<file path="config.mk">
export PLATFORM = sky130hd
export DESIGN_NAME = xoshiro_short_scalar_sampler
export DESIGN_NICKNAME = d
export VERILOG_FILES = /design/src/hdl/xss_pkg.sv /design/src/hdl/xoshiro_short_scalar_sampler.sv
export SDC_FILE = /design/constraint.sdc
export NUM_CORES = 1
export LEC_CHECK = 0
export ABC_AREA = 1
export BUFFER_PORTS_ARGS = -buffer_cell sky130_fd_sc_hd__buf_2
export CAP_MARGIN = 20
export CORE_ASPECT_RATIO = 1.1
export CORE_MARGIN = 5
export CORE_UTILIZATION = 29
export DETAILED_ROUTE_END_ITERATION = 8
export GPL_TIMING_DRIVEN = 0
export PLACE_DENSITY_LB_ADDON = 0.15
export SKIP_LAST_GASP = 1
export SLEW_MARGIN = 20
export SYNTH_ARGS = -nofsm -noshare
export SYNTH_HDL_FRONTEND = slang
export SYNTH_SLANG_ARGS = --single-unit
</file>
<file path="constraint.sdc">
create_clock -name clk_i -period 6 [get_ports clk_i]
set_input_delay 0.3 -clock clk_i [delete_from_list [all_inputs] [get_ports clk_i]]
set_output_delay 0.3 -clock clk_i [all_outputs]
set_load 0.05 [all_outputs]
</file>
<file path="src/hdl/xss_pkg.sv">
// Package for the xoshiro short scalar sampler: sizes, constants, types and the seed helper.
package xss_pkg;

  // Number of 32-bit words in one scalar (legal range 1 to 8).
  localparam int unsigned SCALAR_WORDS = 8;

  // Largest bit length of a scalar, and the widths that follow from it.
  localparam int unsigned MAX_BITS = SCALAR_WORDS * 32;
  localparam int unsigned BITS_W   = $clog2(MAX_BITS + 1);
  localparam int unsigned FULL_W   = BITS_W - 5;
  localparam int unsigned IDX_W    = (SCALAR_WORDS > 1) ? $clog2(SCALAR_WORDS) : 1;

  // Widths of the fields on the ports.
  localparam int unsigned CFG_W    = 9;
  localparam int unsigned WORD_W   = 32;
  localparam int unsigned WIDX_W   = 3;

  // Seed chain constants.
  localparam logic [31:0] SEED_XOR = 32'hDEADBEEF;
  localparam logic [31:0] CHAIN_C1 = 32'h9E3779B9;
  localparam logic [31:0] CHAIN_C2 = 32'h6C62272E;
  localparam logic [31:0] CHAIN_C3 = 32'h08DB8267;

  // Reset value of the bit length register.
  localparam logic [CFG_W-1:0] SCALAR_BITS_RST = 9'd128;

  // Input actions.
  localparam logic ACT_RESEED = 1'b0;
  localparam logic ACT_DRAW   = 1'b1;

  // Generator state: four 32-bit words, word 0 in the lowest slot.
  typedef logic [3:0][31:0] gen_state_t;

  // Sequencer states.
  typedef enum logic [1:0] {
    ST_IDLE,
    ST_GEN,
    ST_EMIT
  } xss_state_e;

  // Derives the full generator state from one entropy word.
  function automatic gen_state_t seed_words(input logic [31:0] entropy);
    gen_state_t s;
    s[0] = entropy ^ SEED_XOR;
    s[1] = s[0] ^ CHAIN_C1;
    s[2] = s[1] ^ CHAIN_C2;
    s[3] = s[2] ^ CHAIN_C3;
    return s;
  endfunction

endpackage

</file>
<file path="src/hdl/xoshiro_short_scalar_sampler.sv">
// Top level of the xoshiro short scalar sampler: sequencer, shared generator step and word buffer.
//
//  channel | direction | handshake                  | payload
//  --------+-----------+----------------------------+------------------------------------------
//  cfg     | in        | cfg_valid_i / cfg_ready_o  | cfg_data_i (scalar bit length)
//  in      | in        | in_valid_i / in_stall_o    | in_action_i, in_entropy_i
//  out     | out       | out_valid_o / out_stall_i  | out_word_o, out_word_index_o,
//          |           |                            | out_bit_count_o, out_last_o
//
// A reseed word reseeds the generator and gives no result. An accepted draw word starts a
// generation pass that fills the buffer word by word (one shared xoshiro128** step unit), then
// an emission pass that sends each word while the output is not stalled; the next input word is
// taken only once the last word has gone.
// Reset seeds the generator as if with zero entropy and sets the bit length to 128.
// Output stalls hold the current word; the input stays stalled until the last word goes.
module xoshiro_short_scalar_sampler (
  input  logic                         clk_i,
  input  logic                         rst_ni,
  input  logic                         cfg_valid_i,
  output logic                         cfg_ready_o,
  input  logic [xss_pkg::CFG_W-1:0]    cfg_data_i,
  input  logic                         in_valid_i,
  output logic                         in_stall_o,
  input  logic                         in_action_i,
  input  logic [31:0]                  in_entropy_i,
  output logic                         out_valid_o,
  input  logic                         out_stall_i,
  output logic [xss_pkg::WORD_W-1:0]   out_word_o,
  output logic [xss_pkg::WIDX_W-1:0]   out_word_index_o,
  output logic [xss_pkg::CFG_W-1:0]    out_bit_count_o,
  output logic                         out_last_o
);
  import xss_pkg::*;

  xss_state_e          state_q, state_d;
  gen_state_t          gen_q, gen_d;
  logic [CFG_W-1:0]    scalar_bits_q, scalar_bits_d;
  logic [BITS_W-1:0]   bits_q, bits_d;
  logic [IDX_W-1:0]    idx_q, idx_d;
  logic                any_q, any_d;
  logic [31:0]         buf_q [SCALAR_WORDS];
  logic [31:0]         buf_wdata;
  logic                buf_we;

  logic [BITS_W-1:0]   cfg_bits_ext;
  logic [BITS_W-1:0]   bits_clamped;
  logic [FULL_W-1:0]   full_words;
  logic [4:0]          rem_bits;
  logic [FULL_W-1:0]   idx_ext;
  logic                idx_last;
  logic                in_accept;
  logic                out_accept;

  // Shared generator step: output word and next state.
  logic [31:0]         mul5, rot7, step_res, shl9;
  logic [31:0]         s2a, s3a, s1a, s0a, s2b, s3b;
  gen_state_t          gen_next;

  assign mul5     = gen_q[1] + (gen_q[1] << 2);
  assign rot7     = {mul5[24:0], mul5[31:25]};
  assign step_res = rot7 + (rot7 << 3);
  assign shl9     = gen_q[1] << 9;
  assign s2a      = gen_q[2] ^ gen_q[0];
  assign s3a      = gen_q[3] ^ gen_q[1];
  assign s1a      = gen_q[1] ^ s2a;
  assign s0a      = gen_q[0] ^ s3a;
  assign s2b      = s2a ^ shl9;
  assign s3b      = {s3a[20:0], s3a[31:21]};
  assign gen_next = {s3b, s2b, s1a, s0a};

  // Clamp the configured bit length into one to the scalar size.
  assign cfg_bits_ext = BITS_W'(scalar_bits_q);
  always_comb begin
    if (cfg_bits_ext > BITS_W'(MAX_BITS)) begin
      bits_clamped = BITS_W'(MAX_BITS);
    end else if (cfg_bits_ext == '0) begin
      bits_clamped = BITS_W'(1);
    end else begin
      bits_clamped = cfg_bits_ext;
    end
  end

  assign full_words = bits_q[BITS_W-1:5];
  assign rem_bits   = bits_q[4:0];
  assign idx_ext    = FULL_W'(idx_q);
  assign idx_last   = (idx_q == IDX_W'(SCALAR_WORDS - 1));

  // Handshakes.
  assign cfg_ready_o = 1'b1;
  assign in_stall_o  = (state_q != ST_IDLE);
  assign in_accept   = in_valid_i && !in_stall_o;
  assign out_valid_o = (state_q == ST_EMIT);
  assign out_accept  = out_valid_o && !out_stall_i;

  // Output word comes straight from the buffer; an all-zero scalar shows 1 in word 0.
  assign out_word_o       = (idx_q == '0 && !any_q) ? 32'd1 : buf_q[idx_q];
  assign out_word_index_o = WIDX_W'(idx_q);
  assign out_bit_count_o  = CFG_W'(bits_q);
  assign out_last_o       = idx_last;

  // Sequencer: next state, counters and the buffer write.
  always_comb begin
    state_d       = state_q;
    gen_d         = gen_q;
    scalar_bits_d = scalar_bits_q;
    bits_d        = bits_q;
    idx_d         = idx_q;
    any_d         = any_q;
    buf_we        = 1'b0;
    buf_wdata     = '0;

    if (cfg_valid_i && cfg_ready_o) begin
      scalar_bits_d = cfg_data_i;
    end

    case (state_q)
      ST_IDLE: begin
        if (in_accept) begin
          if (in_action_i == ACT_RESEED) begin
            gen_d = seed_words(in_entropy_i);
          end else begin
            bits_d  = bits_clamped;
            idx_d   = '0;
            any_d   = 1'b0;
            state_d = ST_GEN;
          end
        end
      end
      ST_GEN: begin
        // Full words take a step, a partial top word a masked step, the rest are zero.
        buf_we = 1'b1;
        if (idx_ext < full_words) begin
          buf_wdata = step_res;
          gen_d     = gen_next;
        end else if (idx_ext == full_words && rem_bits != '0) begin
          buf_wdata = step_res & ~(32'hFFFF_FFFF << rem_bits);
          gen_d     = gen_next;
        end else begin
          buf_wdata = '0;
        end
        any_d = any_q | (buf_wdata != '0);
        if (idx_last) begin
          idx_d   = '0;
          state_d = ST_EMIT;
        end else begin
          idx_d = idx_q + IDX_W'(1);
        end
      end
      ST_EMIT: begin
        if (out_accept) begin
          if (idx_last) begin
            idx_d   = '0;
            state_d = ST_IDLE;
          end else begin
            idx_d = idx_q + IDX_W'(1);
          end
        end
      end
      default: begin
        state_d = ST_IDLE;
      end
    endcase
  end

  // Control and generator registers.
  always_ff @(posedge clk_i or negedge rst_ni) begin
    if (!rst_ni) begin
      state_q       <= ST_IDLE;
      gen_q         <= seed_words(32'h0);
      scalar_bits_q <= SCALAR_BITS_RST;
      bits_q        <= BITS_W'(1);
      idx_q         <= '0;
      any_q         <= 1'b0;
    end else begin
      state_q       <= state_d;
      gen_q         <= gen_d;
      scalar_bits_q <= scalar_bits_d;
      bits_q        <= bits_d;
      idx_q         <= idx_d;
      any_q         <= any_d;
    end
  end

  // Scalar word buffer, written one word per generation cycle.
  always_ff @(posedge clk_i) begin
    if (buf_we) begin
      buf_q[idx_q] <= buf_wdata;
    end
  end

  // No new input word is taken while a scalar is being emitted.
  a_busy_while_emit: assert property (@(posedge clk_i) disable iff (!rst_ni)
    out_valid_o |-> in_stall_o)
    else $error("input accepted while emitting");

  // An accepted draw keeps the input stalled on the next cycle.
  a_draw_busy: assert property (@(posedge clk_i) disable iff (!rst_ni)
    (in_accept && in_action_i == ACT_DRAW) |=> (in_stall_o && !out_valid_o))
    else $error("draw did not start generation");

  // Taking the last word ends the emission.
  a_last_ends: assert property (@(posedge clk_i) disable iff (!rst_ni)
    (out_accept && out_last_o) |=> !out_valid_o)
    else $error("emission continued after the last word");

  // An all-zero scalar shows 1 in its lowest word.
  a_zero_fix: assert property (@(posedge clk_i) disable iff (!rst_ni)
    (out_valid_o && !any_q && out_word_index_o == '0) |-> (out_word_o == 32'd1))
    else $error("all-zero scalar not forced to one");

endmodule
</file>
==> results of run 1 <==
[synth_stat cells (7+ instances only)]
cell type  number  area (sq um)
nand3_1        83         415.4
o21ai_2         7         61.31
nand4_1        27         168.9
a31oi_1        18         112.6
o21ai_0       299          1496
o21ai_1        10         50.05
dfstp_2        68          1787
dfrtp_1        84          2102
nor2_1        442          1659
nand3b_1       10         75.07
nand2_2         8         50.05
buf_1           7         26.28
clkbuf_1       65         244.0
buf_2          15         75.07
xor2_1         53         464.2
nor3_1         21         105.1
nand2_1       449          1685
a41oi_1        30         262.8
a211oi_1       10         75.07
o22a_1          7         61.31
xnor2_1        40         350.3
a21oi_1       118         590.6
a21o_1          7         52.55
ha_1           66         825.8
o21bai_1        7         52.55
edfxtp_1      256          7687
o22ai_1        12         75.07
inv_1         216         810.8
[critical path: stages (launching register included)]
cell and delay, ps:
dfrtp_1 580, ha_1 340, fa_1 410, nand2_1 80, nand2_1 70, nand3b_1 110
nand2_2 110, inv_2 110, o21bai_4 90, nand3_2 100, nand3_2 90, a21boi_2 170
xor2_1 440, ha_1 390, inv_1 100, fa_1 460, inv_1 150, nand3_1 90
nand3_1 180, nand2_1 100, nand2_1 130, nand2_1 80, nand3b_1 90, nand3_1 180
nor2_1 630
[path summary, 6_finish.rpt]
check | to | slack (ps) | depth (start not counted) | start
max | buf_q[5][19]$_DFFE_PP_ | 440 | 24 | gen_q[32]$_DFFE_PN0P_
min | gen_q[106]$_DFFE_PN0P_ | 20 | 3 | in_entropy_i[10]
max reg2reg | buf_q[5][19]$_DFFE_PP_ | 440 | 24 | gen_q[32]$_DFFE_PN0P_
min in group asynchronous | out_word_index_o[0]$_DFFE_PN0P_ | 260 | 2 | rst_ni
min reg2reg | gen_q[67]$_DFFE_PN1P_ | 480 | 2 | gen_q[67]$_DFFE_PN1P_
max in group asynchronous | gen_q[85]$_DFFE_PN1P_ | 4870 | 3 | rst_ni
[area by class of cell]
cell class | count | share of cell area [%]
inverters | 221 | 3.219
well taps | 1026 | 4.952
clock inverters | 21 | 0.8302
repair buffers | 123 | 3.803
flip-flops and latches | 408 | 44.65
clock buffers | 63 | 4.923
multi-input cells | 1787 | 36.10
plain buffers | 92 | 1.520
[state kept, by name (all words and copies together) (netlist names)]
name,flops
cfg_bits_ext,9
any_q,1
gen_q,128
state_q,2
buf_q,256
out_bit_count_o,9
out_word_index_o,3
[metrics by stage]
step	TNS [ps]	cell area, sq um	utilization, %	std cells	worst slack, ps
final	0	25920	34.23	3741	438.6
after global routing	0	25920	34.23	3741	69.53
after CTS	0	25910	34.21	3741	110.2
after detailed placement	0	24240	32.00	3639	103.9
after global placement	-5414	23830	31.47	3626	-161.8
after floorplan	0	22090	-	2508	1824
[routing by layer]
| layer | vias to the layer above | GRT usage, % | part of all wire (%) |
|---|---|---|---|
| li1 | 8869 | - | - |
| met1 | 8937 | 22.94 | 41 |
| met2 | 417 | 34.48 | 51 |
| met3 | 134 | 2.666 | 4.1 |
| met4 | 0 | 6.414 | 3.4 |
| met5 | - | 0 | 0 |
[kinds of logic after synthesis]
logic type | after synthesis | synth area share (%)
mux | 9 | 0.4532
fa+ha+maj | 68 | 3.920
compound gates | 555 | 14.28
other cells | 1 | 0.01698
xor+xnor | 93 | 3.688
buf+inv | 313 | 5.563
flops | 408 | 52.41
simple gates | 1061 | 19.67
[repair_timing]
item / in CTS / in global routing
endpoints found under the hold margin: 63 / 0
resized for setup: 0 / 1
hold buffers: 18 / 0
setup endpoints to repair: 0 / 8
==> flow_summary.json, run 1 <==
{
  "outcome": "finished clean",
  "synth_edf_count": 256,
  "yosys_register_bits": 408,
  "min_period_over_period_pct": 92.69,
  "cts_tree": "built",
  "cts.sinks": 408,
  "synth.net_count": 2623,
  "rsz0062_at_grt": "no",
  "ys_types": 61,
  "crit_type": "flop to flop",
  "clock_latency_ps": 620,
  "initial_core_util_pct": 29.17,
  "final_common_cell": "nand2_1",
  "path_max_fanout": 8,
  "via_per_inst": 4.907,
  "syn_inst": 2508,
  "regArea_sq_um": 11580,
  "clkTransAtPathRegs_ps": 60,
  "route.detailed.drc": 0,
  "grt_max_degree": 86,
  "layout-drive-gt1-share_pct": 11.71,
  "die_area_sq_um": 81790,
  "crit_required_ps": 6320,
  "seq_area_frac_synth_pct": 52.41,
  "worst_setup_path_end_kind": "flop",
  "holdWs_ps": 21.44,
  "grt_pass1_vias": 18790,
  "antenna_found_initial": 2,
  "ctsHtreeMaxLevel": 2,
  "ctsLongestPathBuffers": 3,
  "ys.flop_type": "edfxtp_1",
  "fmax_ghz": 0.1798,
  "n_antenna_cell": 0,
  "drt_pass1_iterations": 7,
  "die_width_um": 273.1,
  "avgRoutedWirePerCell_um": 21.17,
  "setup_viol": 0,
  "cts_root_buffer": "clkbuf_16",
  "layout.nets": 2795,
  "core_sq_um": 75730,
  "skew_ps": 46.97,
  "fillers": 7892,
  "start_kind": "flop",
  "vias": 18360,
  "multi_input_area_sq_um": 9358,
  "port_buffers": 92,
  "synthToLayoutAreaGrowth_pct": 17.37,
  "track_usage_pct": 18.95,
  "slew_violations": 0,
  "wirelength_mm": 79.18,
  "final_cell_mix": "nand2_1 (449), nor2_1 (434), o21ai_0 (299)",
  "tightest_slew_ps": 1100,
  "slew_headroom_pct": 26.67,
  "rows": 106,
  "arrival_ps": 5880,
  "hold_violations": 0,
  "min-delay-path-class": "primary input to flop",
  "dieHeight_um": 299.4,
  "drt_iter0_drc": 1334,
  "gr-total-overflow": 0,
  "antenna_left": 0,
  "cts_setup_buffers": 0,
  "synth_area_sq_um": 22090,
  "ys_warn_count": 0,
  "grt_first_pass_wirelength_mm": 118.3,
  "ys_async_sr_fraction_pct": 37.25,
  "drv_cap": 0,
  "io_pins": 95,
  "cts_buffers": 47,
  "place.gp.congestion": 0.8921,
  "hpwl_mm": 60.12,
  "period_needed_ps": 5561,
  "syn-mean-instance-area_sq_um": 8.807
}
Power of run 1 is not shown: default switching activity piles up to over one toggle a cycle in this logic, so the estimate is an artifact.
==> run 2, diff against run 1 <==
clock period = 4.97 ns   (was 6 ns; I/O delays follow)
==> run 2 against run 1 <==
- worst setup slack got worse by 260 ps
- critical path depth grew 10
- flip-flop and latch count unchanged
- final area is 1.9% higher
- first-iteration DRC count fell by 8.4%
- maximum frequency rose by 16%
- via count is 1.0% higher
- utilization is 0.65 points higher
- clock skew fell by 0.85 ps
- critical path type unchanged
- highest routed layer unchanged
==> flow_summary.json, run 2 (synthesis results as in run 1) <==
{
  "worst_setup_path_end_kind": "flop",
  "cpMostUsedCell": "nand2_1",
  "grt_max_degree": 86,
  "outcome": "finished clean",
  "fillers": 7867,
  "avgRoutedWirePerCell_um": 21.06,
  "io_pins": 95,
  "grt_first_pass_wirelength_mm": 118.6,
  "rows": 106,
  "ctsHtreeMaxLevel": 2,
  "grt_pass1_vias": 18920,
  "hold_violations": 0,
  "start_kind": "flop",
  "cts.sinks": 408,
  "die_width_um": 273.1,
  "clkTransAtPathRegs_ps": 60,
  "drt_iter0_drc": 1222,
  "cts_buffers": 47,
  "period_needed_ps": 4794,
  "track_usage_pct": 19.00,
  "tns_ps": 0,
  "min-delay-path-class": "primary input to flop",
  "multi_input_area_sq_um": 9534,
  "final_common_cell": "nand2_1",
  "cts_tree": "built",
  "wirelength_mm": 79.46,
  "skew_ps": 46.12,
  "vias": 18540,
  "holdWs_ps": 15.57,
  "ctsLongestPathBuffers": 3,
  "die_area_sq_um": 81790,
  "clock_latency_ps": 620,
  "initial_core_util_pct": 29.17,
  "critical_path.slowest_cell": "dfrtp_2",
  "timing.rr.end": "any_q$_DFFE_PN0P_",
  "setup_viol": 0,
  "crit_required_ps": 5480,
  "cts_root_buffer": "clkbuf_16",
  "hpwl_mm": 60.12,
  "min_from": "in_entropy_i[13]",
  "port_buffers": 92,
  "place.gp.congestion": 0.8921,
  "layout.nets": 2827,
  "rsz0062_at_grt": "yes",
  "drv_cap": 0,
  "largest-register": "buf_q",
  "layout-drive-gt1-share_pct": 13.54,
  "drt_pass1_iterations": 5,
  "synthToLayoutAreaGrowth_pct": 19.59,
  "final_cell_mix": "nand2_1 (447), nor2_1 (416), o21ai_0 (298)",
  "slew_violations": 0,
  "antenna_found_initial": 2,
  "tightest_slew_ps": 1102,
  "dp_worst_setup_slack_ps": -926.1,
  "via_per_inst": 4.914,
  "fmax_ghz": 0.2086,
  "r2r_start": "gen_q[32]$_DFFE_PN0P_",
  "route.detailed.drc": 0,
  "dp.cells": 3639,
  "core_sq_um": 75730,
  "regArea_sq_um": 11580,
  "rrSetupSlack_ps": 180,
  "dieHeight_um": 299.4,
  "hold_depth": 4,
  "crit_type": "flop to flop",
  "antenna_left": 0,
  "slew_headroom_pct": 26.51,
  "path_max_fanout": 5,
  "gr-total-overflow": 0,
  "min_period_over_period_pct": 96.47,
  "hold_path_end": "gen_q[13]$_DFFE_PN1P_",
  "n_antenna_cell": 0,
  "stdcell_count": 3773,
  "r2r_cells": 34,
  "top_regs": "buf_q (256), gen_q (128)",
  "fin_ws_ps": 175.5,
  "largest_reg_flops": 256,
  "arrival_ps": 5300,
  "critical-path-max-stage-delay_ps": 440
}
## run 2: cell type report
type,instances,area share [%]
Clock buffer,63,4.831
Timing Repair Buffer,155,4.907
Clock inverter,21,0.8147
Tap cell,1026,4.860
Buffer,92,1.492
Sequential cell,408,43.84
Multi-Input combinational cell,1787,36.09
Inverter,221,3.159
## run 2: what timing repair did
item | in CTS | in global routing
buffers inserted | 4 | 10
pin swaps | 4 | 6
hold buffers | 36 | 0
endpoints found under the setup margin | 185 | 177
endpoints found under the hold margin | 126 | 0
resized for setup | 23 | 27
## run 2: critical path: cells and delay by family (launching register included)
kind | cells | cell delay (ps)
and+or+nand+nor | 23 | 2300
adders and majority gates | 3 | 960
AOI/OAI and AO/OA | 4 | 540
DFF | 1 | 440
buffers and inverters | 3 | 330
xor gates and xnor gates | 1 | 140
## run 2: layer usage
metal | GRT usage, % | wire [um] | part of all wire [%]
met5 | 0 | 0 | 0
met4 | 6.486 | 3085 | 3.9
met3 | 2.578 | 3381 | 4.3
met2 | 34.64 | 40520 | 51
met1 | 22.98 | 32470 | 41
## run 2: worst max-delay path by stage
stage,startpoint,endpoint
2_1_floorplan,gen_q[32]$_DFFE_PN0P_,buf_q[0][31]$_DFFE_PP_
3_3_place_gp,state_q[1]$_DFFE_PN0P_,buf_q[3][9]$_DFFE_PP_
3_5_place_dp,gen_q[32]$_DFFE_PN0P_,buf_q[0][31]$_DFFE_PP_
4_1_cts,gen_q[34]$_DFFE_PN1P_,any_q$_DFFE_PN0P_
5_1_grt,gen_q[32]$_DFFE_PN0P_,any_q$_DFFE_PN0P_
6_report,gen_q[32]$_DFFE_PN0P_,any_q$_DFFE_PN0P_
## run 2: through the flow
step / utilization [%] / cell area, sq um
CTS: 34.63 / 26220
global placement: 31.47 / 23830
finish: 34.88 / 26420
detailed placement: 32.00 / 24240
floorplan: - / 22090
global route: 34.88 / 26420
Power of run 2 is left out for the same reason.
==> run 3, diff against run 2 <==
CORE_UTILIZATION = 40   (was 29)
REMOVE_ABC_BUFFERS = 1   (was not set)
==> run 3 against run 2 <==
- critical path depth is the same
- final cell count shrank 10%
- non-clock buffer count shrank 86
- wire length shrank 24%
- register-to-register slack lost 96 ps
- global-route usage grew 0.93 points
- clock skew shrank 29 ps
- worst setup slack lost 96 ps
- sequential share of layout area grew 1.0 points
- die area shrank 27%
- largest cell class unchanged
==> flow_summary.json, run 3 (synthesis results as in run 1) <==
{
  "layout-drive-gt1-share_pct": 12.94,
  "hpwl_mm": 43.16,
  "n_antenna_cell": 0,
  "antenna_left": 0,
  "final_cell_mix": "nand2_1 (447), nor2_1 (429), o21ai_0 (299)",
  "grt_max_degree": 101,
  "tightest_slew_ps": 748.1,
  "critical_path.slowest_cell": "dfstp_2",
  "crit_type": "flop to flop",
  "slew_headroom_pct": 49.68,
  "largest-register": "buf_q",
  "antenna_found_initial": 0,
  "min-delay-path-class": "primary input to flop",
  "rrSetupSlack_ps": 80,
  "gr-total-overflow": 0,
  "core_sq_um": 54730,
  "skew_ps": 17.42,
  "min_period_over_period_pct": 98.39,
  "cts_buffers": 44,
  "outcome": "finished clean",
  "layout.nets": 2738,
  "worst_setup_path_end_kind": "flop",
  "drv_cap": 0,
  "dieHeight_um": 256.5,
  "cts_tree": "built",
  "dr_wl_met3_mm": 2.110,
  "largest_reg_flops": 256,
  "track_usage_pct": 19.93,
  "critPathTopFamily": "simple AND/OR/NAND/NOR gates",
  "grt_first_pass_wirelength_mm": 95.61,
  "setup_viol": 0,
  "clock_latency_ps": 580,
  "ctsHtreeMaxLevel": 2,
  "wirelength_mm": 60.74,
  "top_regs": "buf_q (256), gen_q (128)",
  "place.gp.congestion": 0.9219,
  "holdWs_ps": 17.56,
  "route.detailed.drc": 0,
  "vias": 17620,
  "port_buffers": 93,
  "start_kind": "flop",
  "met1Wirelength_mm": 25.64,
  "top_layer": "met4",
  "slew_violations": 0,
  "synthToLayoutAreaGrowth_pct": 16.81,
  "critical-path-max-stage-delay_ps": 610,
  "via_per_inst": 5.189,
  "avgRoutedWirePerCell_um": 17.89,
  "grt_pass1_vias": 17310,
  "ctsLongestPathBuffers": 3,
  "regArea_sq_um": 11580,
  "drt_iter0_drc": 924,
  "die_area_sq_um": 60020,
  "cts_root_buffer": "clkbuf_16",
  "drt_pass1_iterations": 6,
  "hold_violations": 0,
  "crit_buf_inv": 3,
  "final_common_cell": "nand2_1",
  "cts.sinks": 408,
  "clkTransAtPathRegs_ps": 60,
  "die_width_um": 234.1,
  "tns_ps": 0,
  "fmax_ghz": 0.2045,
  "met2_length_mm": 30.86,
  "rows": 90,
  "arrival_ps": 5350,
  "initial_core_util_pct": 40.36,
  "rsz0062_at_grt": "yes",
  "path_max_fanout": 7,
  "cpMostUsedCell": "nand2_1",
  "crit_required_ps": 5430,
  "fillers": 5256,
  "io_pins": 95,
  "multi_input_area_sq_um": 9474,
  "period_needed_ps": 4890
}
[run 3: routing by layer]
metal,global-route usage (%),vias up
met4,7.228,0
met5,0,-
li1,-,8750
met1,25.10,8438
met2,35.23,326
met3,2.213,104
[run 3: path summary, 6_finish.rpt]
check / start / to / depth (start not counted)
worst min-delay path: in_entropy_i[30] / gen_q[126]$_DFFE_PN0P_ / 3
worst max register to register: gen_q[34]$_DFFE_PN1P_ / any_q$_DFFE_PN0P_ / 34
worst max-delay path: gen_q[34]$_DFFE_PN1P_ / any_q$_DFFE_PN0P_ / 34
worst min register to register: gen_q[68]$_DFFE_PN1P_ / gen_q[68]$_DFFE_PN1P_ / 2
max in group asynchronous: rst_ni / gen_q[2]$_DFFE_PN1P_ / 3
min in group asynchronous: rst_ni / gen_q[29]$_DFFE_PN0P_ / 2
[run 3: cell type report]
class / count / share of cell area [%]
clock buffers: 55 / 4.549
clock inverters: 27 / 1.038
inverters: 221 / 3.312
multi-input cells: 1787 / 36.72
flip-flops and latches: 408 / 44.89
well taps: 736 / 3.569
repair buffers: 161 / 5.926
[run 3: per-stage QoR]
stage	setup WS, ps	utilization, %	cells	instance area, sq um
floorplan	-2554	-	2416	21690
finish	79.80	47.14	3395	25800
CTS	21.61	46.97	3391	25700
global placement	-7546	42.17	3245	23080
detailed placement	-950.0	43.50	3269	23810
global route	-217.9	47.14	3395	25800
[run 3: what timing repair did]
| item | 4_1_cts | 5_1_grt |
|---|---|---|
| endpoints found under the setup margin | 182 | 105 |
| resized for setup | 13 | 15 |
| hold buffers | 37 | 0 |
| pin swaps | 2 | 4 |
| hold endpoints to repair | 122 | 0 |
| setup buffers | 3 | 4 |
[run 3: worst reg2reg max path, delay by kind of cell, from the launching register on]
family	cells	cell delay, ps
adders and majority gates	3	770
buffers and inverters	3	300
AOI/OAI and AO/OA	4	500
and+or+nand+nor	23	2430
DFF	1	610
xor gates and xnor gates	1	160
Power of run 3 is left out for the same reason.
